### config.mk
export PLATFORM = sky130hd
export DESIGN_NAME = hcbp_packer
export DESIGN_NICKNAME = d
export VERILOG_FILES = /design/src/hw/rtl/hcbp_pkg.sv /design/src/hw/rtl/hcbp_packer.sv
export SDC_FILE = /design/constraint.sdc
export NUM_CORES = 1
export LEC_CHECK = 0
export ABC_AREA = 1
export CORE_MARGIN = 3
export CORE_UTILIZATION = 70
export CTS_BUF_LIST = sky130_fd_sc_hd__clkbuf_16
export CTS_CLUSTER_SIZE = 12
export DETAILED_ROUTE_END_ITERATION = 6
export DONT_BUFFER_PORTS = 1
export HOLD_SLACK_MARGIN = 0.02
export PLACE_DENSITY = 0.93
export REMOVE_ABC_BUFFERS = 1
export SYNTH_ARGS = -nofsm -noshare
export SYNTH_HDL_FRONTEND = slang
export SYNTH_SLANG_ARGS = --single-unit
### constraint.sdc
create_clock -name clk -period 12.6 [get_ports clk]
set_clock_uncertainty 0.2 [all_clocks]
set_input_delay 1.26 -clock clk [delete_from_list [all_inputs] [get_ports clk]]
set_output_delay 1.26 -clock clk [all_outputs]
set_load 0.1 [all_outputs]
### src/hw/rtl/hcbp_pkg.sv
// ----------------------------------------------------------------------------
// hcbp_pkg: shared types and codes for the Huffman code bit packer
// Holds the transaction payload structs, the command codes and the control
// bundle that the sequencer hands to the packing unit.
// ----------------------------------------------------------------------------
package hcbp_pkg;

    // Command codes carried in the input transaction.
    localparam logic [1:0] CMD_LOAD   = 2'd0;
    localparam logic [1:0] CMD_ENCODE = 2'd1;
    localparam logic [1:0] CMD_FLUSH  = 2'd2;

    // Input transaction payload.
    typedef struct packed {
        logic [1:0]  cmd;
        logic [7:0]  symbol;
        logic [63:0] code_value;
        logic [6:0]  code_length;
    } item_t;

    // Output transaction payload.
    typedef struct packed {
        logic [7:0] out_byte;
        logic       last;
    } result_t;

    // Start requests from the sequencer to the packing unit.
    typedef struct packed {
        logic start_encode;
        logic start_flush;
    } pk_ctrl_t;

endpackage

### src/hw/rtl/hcbp_packer.sv
// ----------------------------------------------------------------------------
// hcbp_packer: iterative bit packing unit
// Merges up to eight code bits per cycle into the partial byte through one
// shift-and-merge step; a completed byte waits for room in the output register.
// ----------------------------------------------------------------------------
module hcbp_packer #(
    parameter int MAX_CODE_BITS = 64,
    localparam int LW = $clog2(MAX_CODE_BITS + 1)
) (
    input  logic                     clk,
    input  logic                     rst_n,
    input  hcbp_pkg::pk_ctrl_t       ctrl,
    input  logic [MAX_CODE_BITS-1:0] code,
    input  logic [LW-1:0]            length,
    output logic                     busy,
    output logic                     result_valid,
    input  logic                     result_stall,
    output hcbp_pkg::result_t        result
);

    import hcbp_pkg::*;

    logic                     busy_reg;
    logic                     flush_reg;
    logic [MAX_CODE_BITS-1:0] bits_reg;
    logic [LW-1:0]            remaining_reg;
    logic [7:0]               partial_reg;
    logic [2:0]               pending_reg;
    logic                     out_valid_reg;
    result_t                  out_reg;

    logic          out_free;
    logic [3:0]    space;
    logic [3:0]    take;
    logic [7:0]    chunk;
    logic [7:0]    merged;
    logic [3:0]    fill;
    logic          full;
    logic [LW-1:0] rem_after;
    logic          step_go;
    logic          flush_go;

    // The output register can take a new byte when empty or being drained.
    assign out_free = !out_valid_reg || !result_stall;

    // Shared step: take as many bits as fit into the partial byte.
    always_comb
    begin
        space     = 4'd8 - {1'b0, pending_reg};
        take      = (remaining_reg < LW'(space)) ? 4'(remaining_reg) : space;
        chunk     = bits_reg[7:0] & 8'((9'd1 << take) - 9'd1);
        merged    = partial_reg | 8'({8'd0, chunk} << pending_reg);
        fill      = {1'b0, pending_reg} + take;
        full      = fill[3];
        rem_after = remaining_reg - LW'(take);
    end

    // A step that completes a byte waits for room in the output register.
    assign step_go  = busy_reg && !flush_reg && (!full || out_free);
    assign flush_go = busy_reg && flush_reg && out_free;

    // Sequencing of the accumulator and the bit shifter.
    always_ff @(posedge clk or negedge rst_n)
    begin
        if (!rst_n)
        begin
            busy_reg      <= 1'b0;
            flush_reg     <= 1'b0;
            bits_reg      <= '0;
            remaining_reg <= '0;
            partial_reg   <= 8'd0;
            pending_reg   <= 3'd0;
        end
        else if (ctrl.start_encode)
        begin
            bits_reg      <= code;
            remaining_reg <= length;
            busy_reg      <= (length != '0);
            flush_reg     <= 1'b0;
        end
        else if (ctrl.start_flush)
        begin
            busy_reg  <= (pending_reg != 3'd0);
            flush_reg <= 1'b1;
        end
        else if (step_go)
        begin
            bits_reg      <= bits_reg >> take;
            remaining_reg <= rem_after;
            pending_reg   <= fill[2:0];
            partial_reg   <= full ? 8'd0 : merged;
            busy_reg      <= (rem_after != '0);
        end
        else if (flush_go)
        begin
            partial_reg <= 8'd0;
            pending_reg <= 3'd0;
            busy_reg    <= 1'b0;
        end
    end

    // Output valid flag.
    always_ff @(posedge clk or negedge rst_n)
    begin
        if (!rst_n)
        begin
            out_valid_reg <= 1'b0;
        end
        else if ((step_go && full) || flush_go)
        begin
            out_valid_reg <= 1'b1;
        end
        else if (!result_stall)
        begin
            out_valid_reg <= 1'b0;
        end
    end

    // Output payload. A full byte is the last one when fewer than eight
    // bits remain, since those can no longer complete another byte.
    always_ff @(posedge clk)
    begin
        if (step_go && full)
        begin
            out_reg.out_byte <= merged;
            out_reg.last     <= (rem_after < LW'(8));
        end
        else if (flush_go)
        begin
            out_reg.out_byte <= partial_reg;
            out_reg.last     <= 1'b1;
        end
    end

    assign busy         = busy_reg;
    assign result_valid = out_valid_reg;
    assign result       = out_reg;

    // A new command only arrives while the unit is idle.
    a_start_idle: assert property (@(posedge clk) disable iff (!rst_n)
        (ctrl.start_encode || ctrl.start_flush) |-> !busy_reg)
        else $error("packer started while busy");

    // An encode in progress always has bits left to place.
    a_encode_bits: assert property (@(posedge clk) disable iff (!rst_n)
        (busy_reg && !flush_reg) |-> (remaining_reg != '0))
        else $error("packer busy with no bits remaining");

    // A flush only runs with pending bits and leaves the accumulator empty.
    a_flush_pending: assert property (@(posedge clk) disable iff (!rst_n)
        (busy_reg && flush_reg) |-> (pending_reg != 3'd0))
        else $error("flush running with nothing pending");

    a_flush_clears: assert property (@(posedge clk) disable iff (!rst_n)
        flush_go |=> (pending_reg == 3'd0 && !busy_reg))
        else $error("flush did not clear the accumulator");

endmodule

==> impl_results.html, run 1 <==
<table>
<tr><th>Metric</th><th>Value</th></tr>
<tr><th colspan="2">Run status</th></tr>
<tr><td>Status</td><td>complete, no violations</td></tr>
<tr><th colspan="2">Critical path</th></tr>
<tr><td>Nature of the critical path endpoint</td><td>register</td></tr>
<tr><td>Worst path most repeated cell</td><td>nand2_1</td></tr>
<tr><td>Worst-case register-to-register setup slack</td><td>6.25 ns</td></tr>
<tr><td>R2r startpoint</td><td>pending_reg[0]$_DFFE_PN0P_</td></tr>
<tr><td>Bufs and invs on worst path</td><td>6</td></tr>
<tr><td>Reg-to-reg endpoint</td><td>bits_reg[51]$_DFFE_PN0P_</td></tr>
<tr><td>Worst EP arrival</td><td>6.40 ns</td></tr>
<tr><td>Top cell family by delay on the critical path</td><td>simple AND/OR/NAND/NOR gates</td></tr>
<tr><td>Largest stage delay, worst path</td><td>0.62 ns</td></tr>
<tr><td>Slowest library cell on the worst path</td><td>dfrtp_1</td></tr>
<tr><td>Critical path peak fanout</td><td>99</td></tr>
<tr><td>CP startpoint</td><td>pending_reg[0]$_DFFE_PN0P_</td></tr>
<tr><td>WS Path Type</td><td>reg2reg</td></tr>
<tr><td>Startpoint types</td><td>register</td></tr>
<tr><td>Data required time at the worst endpoint</td><td>12.65 ns</td></tr>
<tr><td>Depth of the worst register-to-register path</td><td>26</td></tr>
<tr><th colspan="2">Synth</th></tr>
<tr><td>Portion of synthesized cell area occupied by the leading cell type</td><td>0.255</td></tr>
<tr><td>Most area-hungry cell type in the Yosys netlist</td><td>dfrtp_1</td></tr>
<tr><td>Register bit count reported by yosys</td><td>94</td></tr>
<tr><td>Combined area of all synthesized cells</td><td>8350 um^2</td></tr>
<tr><td>Avg Inst Size Synth</td><td>6.65 um^2</td></tr>
<tr><td>Number of distinct library cells after synthesis</td><td>50</td></tr>
<tr><td>Gate count after technology mapping</td><td>1256</td></tr>
<tr><td>Area contributors post-synth</td><td>dfrtp_1 25%, nand2_1 14%, nand3_1 10%, o211ai_1 7.4%, o21ai_1 6.1%</td></tr>
<tr><td>Sequential element share of the synthesized area</td><td>0.287</td></tr>
<tr><td>YS warnings</td><td>0</td></tr>
<tr><th colspan="2">Finish</th></tr>
<tr><td>Highest-count cells in the layout ignoring fill and taps</td><td>310 x nand2_1, 171 x nand3_1, 136 x inv_1</td></tr>
<tr><td>Final instance area</td><td>8410 um^2</td></tr>
<tr><td>Most common cell after layout, fill and taps aside</td><td>nand2_1</td></tr>
<tr><td>Number of flip-flops under the largest register name</td><td>64</td></tr>
<tr><td>Number of antenna cells inserted</td><td>0</td></tr>
<tr><td>Area grow syn2layout</td><td>0.764%</td></tr>
<tr><td>Nets@finish</td><td>1285</td></tr>
<tr><td>Share of cells above drive strength 1</td><td>0.0715</td></tr>
<tr><th colspan="2">Worst hold path</th></tr>
<tr><td>Launch point of the worst hold path</td><td>bits_reg[36]$_DFFE_PN0P_</td></tr>
<tr><td>Cell count of the worst hold path</td><td>2</td></tr>
<tr><td>Tightest Hold Check Type</td><td>reg2reg</td></tr>
<tr><td>End of the worst hold path</td><td>bits_reg[36]$_DFFE_PN0P_</td></tr>
<tr><th colspan="2">Clocking</th></tr>
<tr><td>Count of buffers added by post-CTS timing repair for setup</td><td>0</td></tr>
<tr><td>H-Tree Depth</td><td>3</td></tr>
<tr><td>Clock tree from TritonCTS</td><td>built</td></tr>
<tr><td>Number of clock sinks</td><td>94</td></tr>
<tr><td>CTS Buf Count</td><td>9</td></tr>
<tr><td>Max Buffers Root-to-Sink</td><td>2</td></tr>
<tr><td>Number of hold buffers added after CTS</td><td>0</td></tr>
<tr><td>Library cell used as clock root buffer</td><td>clkbuf_16</td></tr>
<tr><td>Post-cts repair resize count</td><td>0</td></tr>
<tr><td>Clock transition at the registers of the reported paths</td><td>0.07 ns</td></tr>
<tr><td>Latest clock arrival within the worst-skew pair</td><td>0.36 ns</td></tr>
<tr><th colspan="2">Routing</th></tr>
<tr><td>Count of unresolved DRC violations after routing</td><td>0</td></tr>
<tr><td>Remaining antenna violation count after routing</td><td>0</td></tr>
<tr><td>WL final</td><td>23000 um</td></tr>
<tr><td>TritonRoute pass-1 iters</td><td>6</td></tr>
<tr><td>Via count</td><td>8580</td></tr>
<tr><td>Wire length per cell after detailed routing</td><td>17.1 um</td></tr>
<tr><td>Drt via density</td><td>6.38</td></tr>
<tr><td>Number of violations reported at the end of detailed-routing iteration 0</td><td>1123</td></tr>
<tr><th colspan="2">STA</th></tr>
<tr><td># setup viols final</td><td>0</td></tr>
<tr><td>Sum of negative setup slack</td><td>0 ns</td></tr>
<tr><td>Share of the clock period used by the worst path after layout</td><td>0.504</td></tr>
<tr><td>Number of max-slew violations in the final report</td><td>0</td></tr>
<tr><td>Transition time at the pin with the least slew margin</td><td>1.21 ns</td></tr>
<tr><td>Final period demand of the worst path</td><td>6.35 ns</td></tr>
<tr><td>Fmax</td><td>0.157 GHz</td></tr>
<tr><td>Worst hold margin</td><td>0.293 ns</td></tr>
<tr><td>Relative slew margins</td><td>0.189</td></tr>
<tr><td>RSZ-0062 raised after global routing</td><td>no</td></tr>
<tr><td>Hold Violations, Final</td><td>0</td></tr>
<tr><th colspan="2">Placement</th></tr>
<tr><td>Placed cell areas</td><td>8130 um^2</td></tr>
<tr><td>Global placer's final weighted congestion</td><td>0.991</td></tr>
<tr><td>Number of I/O port buffers</td><td>0</td></tr>
<tr><td>DPL Wire Length</td><td>15200 um</td></tr>
<tr><th colspan="2">Floorplanning</th></tr>
<tr><td>Number of top-level design ports</td><td>87</td></tr>
<tr><td>Vert. Die Dim</td><td>115 um</td></tr>
<tr><td>Total die area</td><td>13300 um^2</td></tr>
<tr><td>Starting Density</td><td>0.725</td></tr>
<tr><td>Std-Cell Rows</td><td>39</td></tr>
<tr><td>Placeable core region</td><td>11500 um^2</td></tr>
<tr><td>Chip Width</td><td>115 um</td></tr>
<tr><th colspan="2">Global route</th></tr>
<tr><td>Maximum number of pins on one net before global-route repair</td><td>100</td></tr>
<tr><td>Number of antenna violations at the first check in global routing</td><td>0</td></tr>
<tr><td>Total grt overflow</td><td>0</td></tr>
<tr><td>Total global routing track utilization</td><td>0.347</td></tr>
<tr><td>Number of global-route vias before repair</td><td>7803</td></tr>
<tr><td>Wire length of the first global-routing pass</td><td>37300 um</td></tr>
<tr><th colspan="2">Job</th></tr>
<tr><td>Max-cap violations</td><td>0</td></tr>
</table>
[cells in the mapped netlist (all sizes together)]
master  count
mux2i       4
nor4        2
o21a        1
nand3     177
nor2       66
edfxtp      9
a22oi       3
o21bai      1
nand4      14
a31o        1
nand2     330
o221ai      2
or2        40
a211oi      2
inv       144
o211ai     82
clkbuf     27
a31oi       3
xor2        5
nor3        4
a21oi      27
o31ai       2
fa          1
and3        1
o21ai     157
dfrtp      85
clkinv      3
buf        49
ha         11
o22ai       2
nor3b       1
[stage by stage]
| step | setup WS [ns] | util | instances |
|---|---|---|---|
| finish | 6.25 | 0.731 | 1345 |
| global route | 5.70 | 0.731 | 1345 |
| CTS | 6.32 | 0.731 | 1345 |
| detailed placement | 6.38 | 0.706 | 1329 |
| global placement | 6.57 | 0.706 | 1329 |
| floorplan | 6.80 | - | 1180 |
[worst max path at each step]
stage / endpoint / slack, ns / cells past startpoint
CTS: bits_reg[51]$_DFFE_PN0P_ / 6.32 / 26
global route: bits_reg[51]$_DFFE_PN0P_ / 5.70 / 26
finish: bits_reg[51]$_DFFE_PN0P_ / 6.25 / 26
detailed placement: bits_reg[39]$_DFFE_PN0P_ / 6.38 / 26
global placement: bits_reg[48]$_DFFE_PN0P_ / 6.57 / 26
floorplan: bits_reg[39]$_DFFE_PN0P_ / 6.80 / 25
[final cells by class]
cell class | instances | area (um^2)
clock buffers | 9 | 225
well taps | 143 | 179
flip-flops and latches | 94 | 2400
fillers | 966 | 3100
multi-input cells | 939 | 4950
clock inverters | 7 | 63.8
inverters | 147 | 552
repair buffers | 6 | 45.0
[layer usage]
layer	global-route usage	wire (um)	up-vias
li1	-	-	4091
met5	0	0	-
met3	0.0705	2480	86
met2	0.537	10300	546
met1	0.474	9350	3857
met4	0.149	865	0
[worst min-delay path, stage by stage, from the launching register on]
cell and delay (ns):
dfrtp_1 0.34, o21ai_1 0.07, inv_1 0.05
[cells by family (layout without fill, tap and decap cells)]
family          Yosys count  after routing  synth area share
compound gates          283            283             0.206
simple gates            635            635             0.355
mux                       4              4           0.00479
fa+ha+maj                12             12            0.0189
xor+xnor                  5              5           0.00749
buf+inv                 223            169             0.121
flops                    94             94             0.287
Power of run 1 is not shown: default switching activity piles up to over one toggle a cycle in this logic, so the estimate is an artifact.
==> run 2, diff against run 1 <==
--- a/config.mk
+++ b/config.mk
@@ -7,13 +7,13 @@
 export LEC_CHECK = 0
 export ABC_AREA = 1
 export CORE_MARGIN = 3
-export CORE_UTILIZATION = 70
+export CORE_UTILIZATION = 59
 export CTS_BUF_LIST = sky130_fd_sc_hd__clkbuf_16
 export CTS_CLUSTER_SIZE = 12
 export DETAILED_ROUTE_END_ITERATION = 6
 export DONT_BUFFER_PORTS = 1
 export HOLD_SLACK_MARGIN = 0.02
-export PLACE_DENSITY = 0.93
+export PLACE_DENSITY = 0.85
 export REMOVE_ABC_BUFFERS = 1
 export SYNTH_ARGS = -nofsm -noshare
 export SYNTH_HDL_FRONTEND = slang
==> constraint.sdc (replaced) <==
create_clock -name clk -period 5.3 [get_ports clk]
set_clock_uncertainty 0.2 [all_clocks]
set_input_delay 0.53 -clock clk [delete_from_list [all_inputs] [get_ports clk]]
set_output_delay 0.53 -clock clk [all_outputs]
set_load 0.1 [all_outputs]
==> run 2 against run 1 <==
Compared with the run above:
- first-iteration DRC count up 1.5%
- hold slack lost 0.25 ns
- sequential share of layout area shrank 0.65 points
- via count up 0.72%
- critical path type unchanged
- final area grew 2.3%
- fmax increased by 31%
- critical path depth decreased by 2
- flip-flop and latch count stayed put
- the run now ends with design-rule violations left
==> impl_results.html, run 2 (synthesis results as in run 1) <==
<table>
<tr><th>Metric</th><th>Value</th></tr>
<tr><th colspan="2">Global route</th></tr>
<tr><td>Number of antenna violations at the first check in global routing</td><td>1 (+1)</td></tr>
<tr><td>Total global routing track utilization</td><td>0.303 (-0.0444)</td></tr>
<tr><td>Wire length of the first global-routing pass</td><td>39500 um (+5.7%)</td></tr>
<tr><td>Total grt overflow</td><td>0 (unchanged)</td></tr>
<tr><td>Maximum number of pins on one net before global-route repair</td><td>86 (-14%)</td></tr>
<tr><td>Number of global-route vias before repair</td><td>7976 (+2.2%)</td></tr>
<tr><th colspan="2">Run status</th></tr>
<tr><td>Status</td><td>finished, violations left</td></tr>
<tr><td>Violations in the final reports</td><td>design-rule violations</td></tr>
<tr><th colspan="2">Clocking</th></tr>
<tr><td>Clock tree from TritonCTS</td><td>built</td></tr>
<tr><td>Max Buffers Root-to-Sink</td><td>2 (unchanged)</td></tr>
<tr><td>H-Tree Depth</td><td>3 (unchanged)</td></tr>
<tr><td>Clock transition at the registers of the reported paths</td><td>0.07 ns (about the same)</td></tr>
<tr><td>Number of clock sinks</td><td>94 (unchanged)</td></tr>
<tr><td>Library cell used as clock root buffer</td><td>clkbuf_16</td></tr>
<tr><td>CTS Buf Count</td><td>9 (unchanged)</td></tr>
<tr><td>Latest clock arrival within the worst-skew pair</td><td>0.36 ns (about the same)</td></tr>
<tr><th colspan="2">Routing</th></tr>
<tr><td>Drt via density</td><td>6.21 (-2.6%)</td></tr>
<tr><td>TritonRoute pass-1 iters</td><td>7 (+1)</td></tr>
<tr><td>Remaining antenna violation count after routing</td><td>0 (unchanged)</td></tr>
<tr><td>Via count</td><td>8642 (+0.72%)</td></tr>
<tr><td>Count of unresolved DRC violations after routing</td><td>1 (+1)</td></tr>
<tr><td>WL final</td><td>23800 um (+3.9%)</td></tr>
<tr><td>Number of violations reported at the end of detailed-routing iteration 0</td><td>1140 (+1.5%)</td></tr>
<tr><td>Wire length per cell after detailed routing</td><td>17.1 um (+0.46%)</td></tr>
<tr><th colspan="2">Critical path</th></tr>
<tr><td>Nature of the critical path endpoint</td><td>register</td></tr>
<tr><td>Startpoint types</td><td>register</td></tr>
<tr><td>WS Path Type</td><td>reg2reg</td></tr>
<tr><td>Worst EP arrival</td><td>4.92 ns (-1.48 ns)</td></tr>
<tr><td>Data required time at the worst endpoint</td><td>5.36 ns (-7.29 ns)</td></tr>
<tr><td>Critical path peak fanout</td><td>24 (-76%)</td></tr>
<tr><th colspan="2">Floorplanning</th></tr>
<tr><td>Starting Density</td><td>0.616 (-0.109)</td></tr>
<tr><td>Vert. Die Dim</td><td>125 um (+8.5%)</td></tr>
<tr><td>Placeable core region</td><td>13600 um^2 (+18%)</td></tr>
<tr><td>Number of top-level design ports</td><td>87 (unchanged)</td></tr>
<tr><td>Std-Cell Rows</td><td>42 (+7.7%)</td></tr>
<tr><td>Total die area</td><td>15600 um^2 (+18%)</td></tr>
<tr><td>Chip Width</td><td>125 um (+8.5%)</td></tr>
<tr><th colspan="2">Placement</th></tr>
<tr><td>Number of I/O port buffers</td><td>0 (unchanged)</td></tr>
<tr><td>DPL Wire Length</td><td>16100 um (+6.4%)</td></tr>
<tr><td>Placed cell areas</td><td>8250 um^2 (+1.5%)</td></tr>
<tr><td>Global placer's final weighted congestion</td><td>0.936 (-5.5%)</td></tr>
<tr><th colspan="2">STA</th></tr>
<tr><td>Relative slew margins</td><td>0.337 (+0.148)</td></tr>
<tr><td>Hold Violations, Final</td><td>0 (unchanged)</td></tr>
<tr><td>Fmax</td><td>0.206 GHz (+31%)</td></tr>
<tr><td>Final period demand of the worst path</td><td>4.86 ns (-1.49 ns)</td></tr>
<tr><td>Share of the clock period used by the worst path after layout</td><td>0.917 (+0.413)</td></tr>
<tr><td>RSZ-0062 raised after global routing</td><td>no</td></tr>
<tr><td>Number of max-slew violations in the final report</td><td>0 (unchanged)</td></tr>
<tr><td># setup viols final</td><td>0 (unchanged)</td></tr>
<tr><td>Transition time at the pin with the least slew margin</td><td>0.995 ns (-0.219 ns)</td></tr>
<tr><th colspan="2">Finish</th></tr>
<tr><td>Area grow syn2layout</td><td>3.10%</td></tr>
<tr><td>Final instance area</td><td>8610 um^2 (+2.3%)</td></tr>
<tr><td>Most common cell after layout, fill and taps aside</td><td>nand2_1</td></tr>
<tr><td>Highest-count cells in the layout ignoring fill and taps</td><td>310 x nand2_1, 171 x nand3_1, 136 x inv_1</td></tr>
<tr><td>Number of flip-flops under the largest register name</td><td>64 (unchanged)</td></tr>
<tr><td>Share of cells above drive strength 1</td><td>0.0823 (+0.0108)</td></tr>
<tr><td>Number of antenna cells inserted</td><td>0 (unchanged)</td></tr>
<tr><td>Nets@finish</td><td>1298 (+1.0%)</td></tr>
<tr><th colspan="2">Worst hold path</th></tr>
<tr><td>Tightest Hold Check Type</td><td>in2reg</td></tr>
<tr><th colspan="2">Job</th></tr>
<tr><td>Max-cap violations</td><td>0 (unchanged)</td></tr>
</table>
[run 2: what timing repair did]
| item | 4_1_cts | 5_1_grt |
|---|---|---|
| hold endpoints to repair | 85 | 0 |
| hold buffers | 2 | 0 |
| resized for setup | 0 | 2 |
| setup buffers | 0 | 0 |
| endpoints found under the setup margin | 0 | 29 |
[run 2: final cells by class]
| type | instances | area (um^2) |
|---|---|---|
| clock inverters | 7 | 88.8 |
| inverters | 147 | 552 |
| well taps | 176 | 220 |
| clock buffers | 9 | 225 |
| fillers | 1215 | 4950 |
| repair buffers | 19 | 169 |
| flip-flops and latches | 94 | 2400 |
| multi-input cells | 939 | 4960 |
[run 2: worst paths after layout]
kind,from,endpoint,slack (ns),depth (start not counted)
min reg2reg,partial_reg[7]$_DFFE_PN0P_,partial_reg[7]$_DFFE_PN0P_,0.28,2
max reg2reg,pending_reg[2]$_DFFE_PN0P_,bits_reg[28]$_DFFE_PN0P_,0.44,24
min,ctrl[1],flush_reg$_DFFE_PN0N_,0.04,1
min in group asynchronous,rst_n,bits_reg[46]$_DFFE_PN0P_,0.62,2
max,pending_reg[2]$_DFFE_PN0P_,bits_reg[28]$_DFFE_PN0P_,0.44,24
max in group asynchronous,rst_n,partial_reg[6]$_DFFE_PN0P_,3.95,2
[run 2: metrics by stage]
| stage | hold WS, ns | TNS (ns) | util | instances | setup WS [ns] |
|---|---|---|---|---|---|
| 4_1_cts | 0.0295 | 0 | 0.634 | 1391 | 0.206 |
| 2_1_floorplan | 0.0344 | -13.50 | - | 1180 | -0.499 |
| 6_report | 0.0406 | 0 | 0.635 | 1391 | 0.438 |
| 3_3_place_gp | 0.0395 | 0 | 0.608 | 1373 | 0.445 |
| 5_1_grt | 0.0305 | 0 | 0.635 | 1391 | 0.0826 |
| 3_5_place_dp | 0.0386 | 0 | 0.608 | 1373 | 0.299 |
[run 2: worst max-delay path, cell delays in order, from the launching register on]
cell and delay [ns]:
dfrtp_1 0.49, nor2_2 0.31, inv_1 0.11, nor2_2 0.17
inv_1 0.15, ha_1 0.24, nor4_4 0.45, nand2_4 0.23
nand2_1 0.12, nand2_2 0.11, inv_2 0.11, ha_1 0.27
nand2_1 0.07, nor2_1 0.03, a211oi_1 0.16, buf_4 0.17
xor2_4 0.20, nand2_4 0.09, nand4_2 0.09, nand2_2 0.09
inv_2 0.37, buf_4 0.31, nand2_1 0.09, nand2_1 0.07
inv_1 0.03
[run 2: per-layer routing]
| layer | vias to the layer above | wire length [um] | global-route usage | part of all wire |
|---|---|---|---|---|
| li1 | 4126 | - | - | - |
| met1 | 3975 | 10100 | 0.430 | 0.42 |
| met2 | 474 | 10900 | 0.467 | 0.46 |
| met3 | 65 | 2290 | 0.0606 | 0.096 |
| met4 | 2 | 616 | 0.0995 | 0.026 |
| met5 | - | 7 | 0 | 0.00029 |
Power of run 2 is left out for the same reason.
==> run 3, diff against run 2 <==
--- a/config.mk
+++ b/config.mk
@@ -5,7 +5,6 @@
 export SDC_FILE = /design/constraint.sdc
 export NUM_CORES = 1
 export LEC_CHECK = 0
-export ABC_AREA = 1
 export CORE_MARGIN = 3
 export CORE_UTILIZATION = 59
 export CTS_BUF_LIST = sky130_fd_sc_hd__clkbuf_16
==> run 3 against run 2 <==
Compared with the run above:
- the run now ends clean
- count of clock-buffer cells in the layout increased by 1
- utilization rose by 0.87 points
- synthesized area fell by 3.8%
- non-clock buffer count up 16
- flip-flop and latch count unchanged
- critical endpoint is now busy$_DFFE_PN0P_
- highest routed layer is now met4
==> impl_results.html, run 3 <==
<table>
<tr><th>Metric</th><th>Value</th></tr>
<tr><th colspan="2">Clocking</th></tr>
<tr><td>Library cell used as clock root buffer</td><td>clkbuf_16</td></tr>
<tr><td>Max Buffers Root-to-Sink</td><td>2 (unchanged)</td></tr>
<tr><td>Clock transition at the registers of the reported paths</td><td>0.07 ns (about the same)</td></tr>
<tr><td>H-Tree Depth</td><td>3 (unchanged)</td></tr>
<tr><td>Latest clock arrival within the worst-skew pair</td><td>0.36 ns (about the same)</td></tr>
<tr><td>CTS Buf Count</td><td>9 (unchanged)</td></tr>
<tr><td>Number of clock sinks</td><td>94 (unchanged)</td></tr>
<tr><td>Clock tree from TritonCTS</td><td>built</td></tr>
<tr><th colspan="2">Routing</th></tr>
<tr><td>Via count</td><td>7829 (-9.4%)</td></tr>
<tr><td>Count of unresolved DRC violations after routing</td><td>0 (-1)</td></tr>
<tr><td>Drt via density</td><td>7.37 (+19%)</td></tr>
<tr><td>Wire length per cell after detailed routing</td><td>24.1 um (+41%)</td></tr>
<tr><td>WL final</td><td>25600 um (+7.3%)</td></tr>
<tr><td>TritonRoute pass-1 iters</td><td>5 (-2)</td></tr>
<tr><td>Remaining antenna violation count after routing</td><td>0 (unchanged)</td></tr>
<tr><td>Number of violations reported at the end of detailed-routing iteration 0</td><td>1004 (-12%)</td></tr>
<tr><th colspan="2">Synth</th></tr>
<tr><td>Combined area of all synthesized cells</td><td>8040 um^2 (-3.8%)</td></tr>
<tr><td>Top cells by instance count after synthesis</td><td>155 x mux2i_1, 85 x dfrtp_1, 63 x o21ai_0</td></tr>
<tr><td>Avg Inst Size Synth</td><td>8.92 um^2 (+34%)</td></tr>
<tr><td>Portion of synthesized cell area occupied by the leading cell type</td><td>0.265 (+0.00995)</td></tr>
<tr><td>Most area-hungry cell type in the Yosys netlist</td><td>dfrtp_1</td></tr>
<tr><td>Gate count after technology mapping</td><td>901 (-28%)</td></tr>
<tr><td>Most frequent cell after synthesis</td><td>mux2i_1</td></tr>
<tr><td>Sequential element share of the synthesized area</td><td>0.298 (+0.0112)</td></tr>
<tr><td>Number of distinct library cells after synthesis</td><td>79 (+58%)</td></tr>
<tr><td>Number of enable-type register cells in the synthesized netlist</td><td>9 (unchanged)</td></tr>
<tr><td>Register bit count reported by yosys</td><td>94 (unchanged)</td></tr>
<tr><td>Area contributors post-synth</td><td>dfrtp_1 26%, mux2i_1 19%, a221oi_1 4.9%, o21ai_0 3.9%, edfxtp_1 3.4%</td></tr>
<tr><td>Top flip-flop cell by instance count after synthesis</td><td>dfrtp_1</td></tr>
<tr><td>YS warnings</td><td>0 (unchanged)</td></tr>
<tr><td>Fraction of registers with async set/reset</td><td>0.904 (unchanged)</td></tr>
<tr><th colspan="2">Placement</th></tr>
<tr><td>Setup slack after placement</td><td>0.223 ns (-0.0768 ns)</td></tr>
<tr><td>Number of I/O port buffers</td><td>0 (unchanged)</td></tr>
<tr><td>Global placer's final weighted congestion</td><td>0.961 (+2.6%)</td></tr>
<tr><td>Placed cell areas</td><td>8170 um^2 (-0.93%)</td></tr>
<tr><td>Number of placed cells counting well taps</td><td>1038 (-24%)</td></tr>
<tr><td>DPL Wire Length</td><td>17600 um (+9.2%)</td></tr>
<tr><th colspan="2">Finish</th></tr>
<tr><td>Highest-count cells in the layout ignoring fill and taps</td><td>155 x mux2i_1, 85 x dfrtp_1, 63 x o21ai_0</td></tr>
<tr><td>Non-filler cells, final</td><td>1062 (-24%)</td></tr>
<tr><td>Number of flip-flops under the largest register name</td><td>64 (unchanged)</td></tr>
<tr><td>Share of cells above drive strength 1</td><td>0.0916 (+0.00932)</td></tr>
<tr><td>Most common cell after layout, fill and taps aside</td><td>mux2i_1</td></tr>
<tr><td>Nets@finish</td><td>967 (-26%)</td></tr>
<tr><td>Final instance area</td><td>8560 um^2 (-0.60%)</td></tr>
<tr><td>Area grow syn2layout</td><td>6.49%</td></tr>
<tr><th colspan="2">Critical path</th></tr>
<tr><td>Worst path most repeated cell</td><td>ha_1</td></tr>
<tr><td>Nature of the critical path endpoint</td><td>register</td></tr>
<tr><td>Worst EP arrival</td><td>5.08 ns (+0.16 ns)</td></tr>
<tr><td>Slowest library cell on the worst path</td><td>dfrtp_1</td></tr>
<tr><td>Crit-path cells</td><td>inv_1 &gt; ha_1 &gt; ha_1 &gt; xor2_1 &gt; o41a_1 &gt; a21oi_2 &gt; nor2_4 &gt; inv_1 &gt; buf_4 &gt; ha_1 &gt; inv_1 &gt; ha_1 &gt; o22a_1 &gt; o221ai_1 &gt; nor2b_1 &gt; o2111a_1 &gt; nor4bb_1 &gt; o31ai_1</td></tr>
<tr><td>Startpoint types</td><td>register</td></tr>
<tr><td>Top cell family by delay on the critical path</td><td>compound AO/OA/AOI/OAI gates</td></tr>
<tr><td>CP startpoint</td><td>pending_reg[1]$_DFFE_PN0P_</td></tr>
<tr><td>Data required time at the worst endpoint</td><td>5.32 ns (-0.04 ns)</td></tr>
<tr><td>WS Path Type</td><td>reg2reg</td></tr>
<tr><td>Bufs and invs on worst path</td><td>4 (-3)</td></tr>
<tr><td>Critical path peak fanout</td><td>16 (-33%)</td></tr>
<tr><td>Largest stage delay, worst path</td><td>0.53 ns (+0.04 ns)</td></tr>
<tr><td>R2r startpoint</td><td>pending_reg[1]$_DFFE_PN0P_</td></tr>
<tr><th colspan="2">Worst hold path</th></tr>
<tr><td>Launch point of the worst hold path</td><td>code[58]</td></tr>
<tr><td>Tightest Hold Check Type</td><td>in2reg</td></tr>
<tr><th colspan="2">Floorplanning</th></tr>
<tr><td>Vert. Die Dim</td><td>123 um (-1.8%)</td></tr>
<tr><td>Chip Width</td><td>123 um (-1.8%)</td></tr>
<tr><td>Placeable core region</td><td>13300 um^2 (-1.9%)</td></tr>
<tr><td>Number of top-level design ports</td><td>87 (unchanged)</td></tr>
<tr><td>Total die area</td><td>15100 um^2 (-3.6%)</td></tr>
<tr><td>Std-Cell Rows</td><td>42 (unchanged)</td></tr>
<tr><td>Starting Density</td><td>0.604 (-0.0114)</td></tr>
<tr><th colspan="2">STA</th></tr>
<tr><td>Fmax</td><td>0.198 GHz (-3.8%)</td></tr>
<tr><td>Hold Violations, Final</td><td>0 (unchanged)</td></tr>
<tr><td>Transition time at the pin with the least slew margin</td><td>0.982 ns (-0.0131 ns)</td></tr>
<tr><td>Share of the clock period used by the worst path after layout</td><td>0.954 (+0.0365)</td></tr>
<tr><td>Number of max-slew violations in the final report</td><td>0 (unchanged)</td></tr>
<tr><td>RSZ-0062 raised after global routing</td><td>yes</td></tr>
<tr><td>Final period demand of the worst path</td><td>5.06 ns (+0.193 ns)</td></tr>
<tr><td>Post-layout worst setup margin</td><td>0.245 ns (-0.193 ns)</td></tr>
<tr><td>Relative slew margins</td><td>0.345 (+0.00875)</td></tr>
<tr><td># setup viols final</td><td>0 (unchanged)</td></tr>
<tr><th colspan="2">Global route</th></tr>
<tr><td>Total grt overflow</td><td>0 (unchanged)</td></tr>
<tr><td>Number of antenna violations at the first check in global routing</td><td>2 (+1)</td></tr>
<tr><td>Maximum number of pins on one net before global-route repair</td><td>91 (+5.8%)</td></tr>
<tr><td>Total global routing track utilization</td><td>0.335 (+0.0318)</td></tr>
<tr><td>Wire length of the first global-routing pass</td><td>39700 um (+0.59%)</td></tr>
<tr><td>Number of global-route vias before repair</td><td>7388 (-7.4%)</td></tr>
<tr><th colspan="2">Job</th></tr>
<tr><td>Max-cap violations</td><td>0 (unchanged)</td></tr>
<tr><th colspan="2">Run status</th></tr>
<tr><td>Status</td><td>complete, no violations</td></tr>
</table>
==> run 3: area by class of cell <==
class / count / area (um^2)
repair buffers: 35 / 327
multi-input cells: 717 / 5240
inverters: 22 / 83.8
clock buffers: 10 / 250
fillers: 1124 / 4740
clock inverters: 6 / 36.3
diodes: 2 / 5.00
flip-flops and latches: 94 / 2400
well taps: 176 / 220
==> run 3: final timing paths <==
check / cells past startpoint / endpoint / slack (ns)
worst max-delay path: 18 / busy$_DFFE_PN0P_ / 0.24
worst min-delay path: 1 / bits_reg[58]$_DFFE_PN0P_ / 0.09
worst max register to register: 18 / busy$_DFFE_PN0P_ / 0.24
worst min register to register: 2 / partial_reg[0]$_DFFE_PN0P_ / 0.32
max in group asynchronous: 2 / bits_reg[63]$_DFFE_PN0P_ / 3.99
min in group asynchronous: 2 / partial_reg[6]$_DFFE_PN0P_ / 0.55
==> run 3: routing by layer <==
layer  routed length, um  global-route usage
met4                 770               0.127
met1               10300               0.450
met5                   0                   0
met2               11700               0.515
met3                2800              0.0903
==> run 3: metrics by stage <==
step	setup TNS [ns]	hold WS, ns	util
after global routing	-0.000418	0.0644	0.644
after detailed placement	0	0.0373	0.615
after floorplan	-222.61	0.0344	-
after global placement	0	0.0375	0.615
after CTS	0	0.0373	0.639
final	0	0.0902	0.644
==> run 3: kinds of logic (layout without fill, tap and decap cells) <==
logic type	count (synthesis)	in the layout	synth area share
fa+ha+maj	12	12	0.0196
mux	166	166	0.211
other cells	0	2	0
compound gates	284	284	0.250
simple gates	245	246	0.158
buf+inv	91	73	0.0529
flops	94	94	0.298
xor+xnor	9	9	0.00981
==> run 3: timing repair <==
action                     in CTS  in global routing
buffers inserted                0                  3
hold endpoints to repair       85                  0
hold buffers                    2                  0
setup endpoints to repair       0                 39
gates resized for setup         0                  3
Power of run 3 is left out for the same reason.
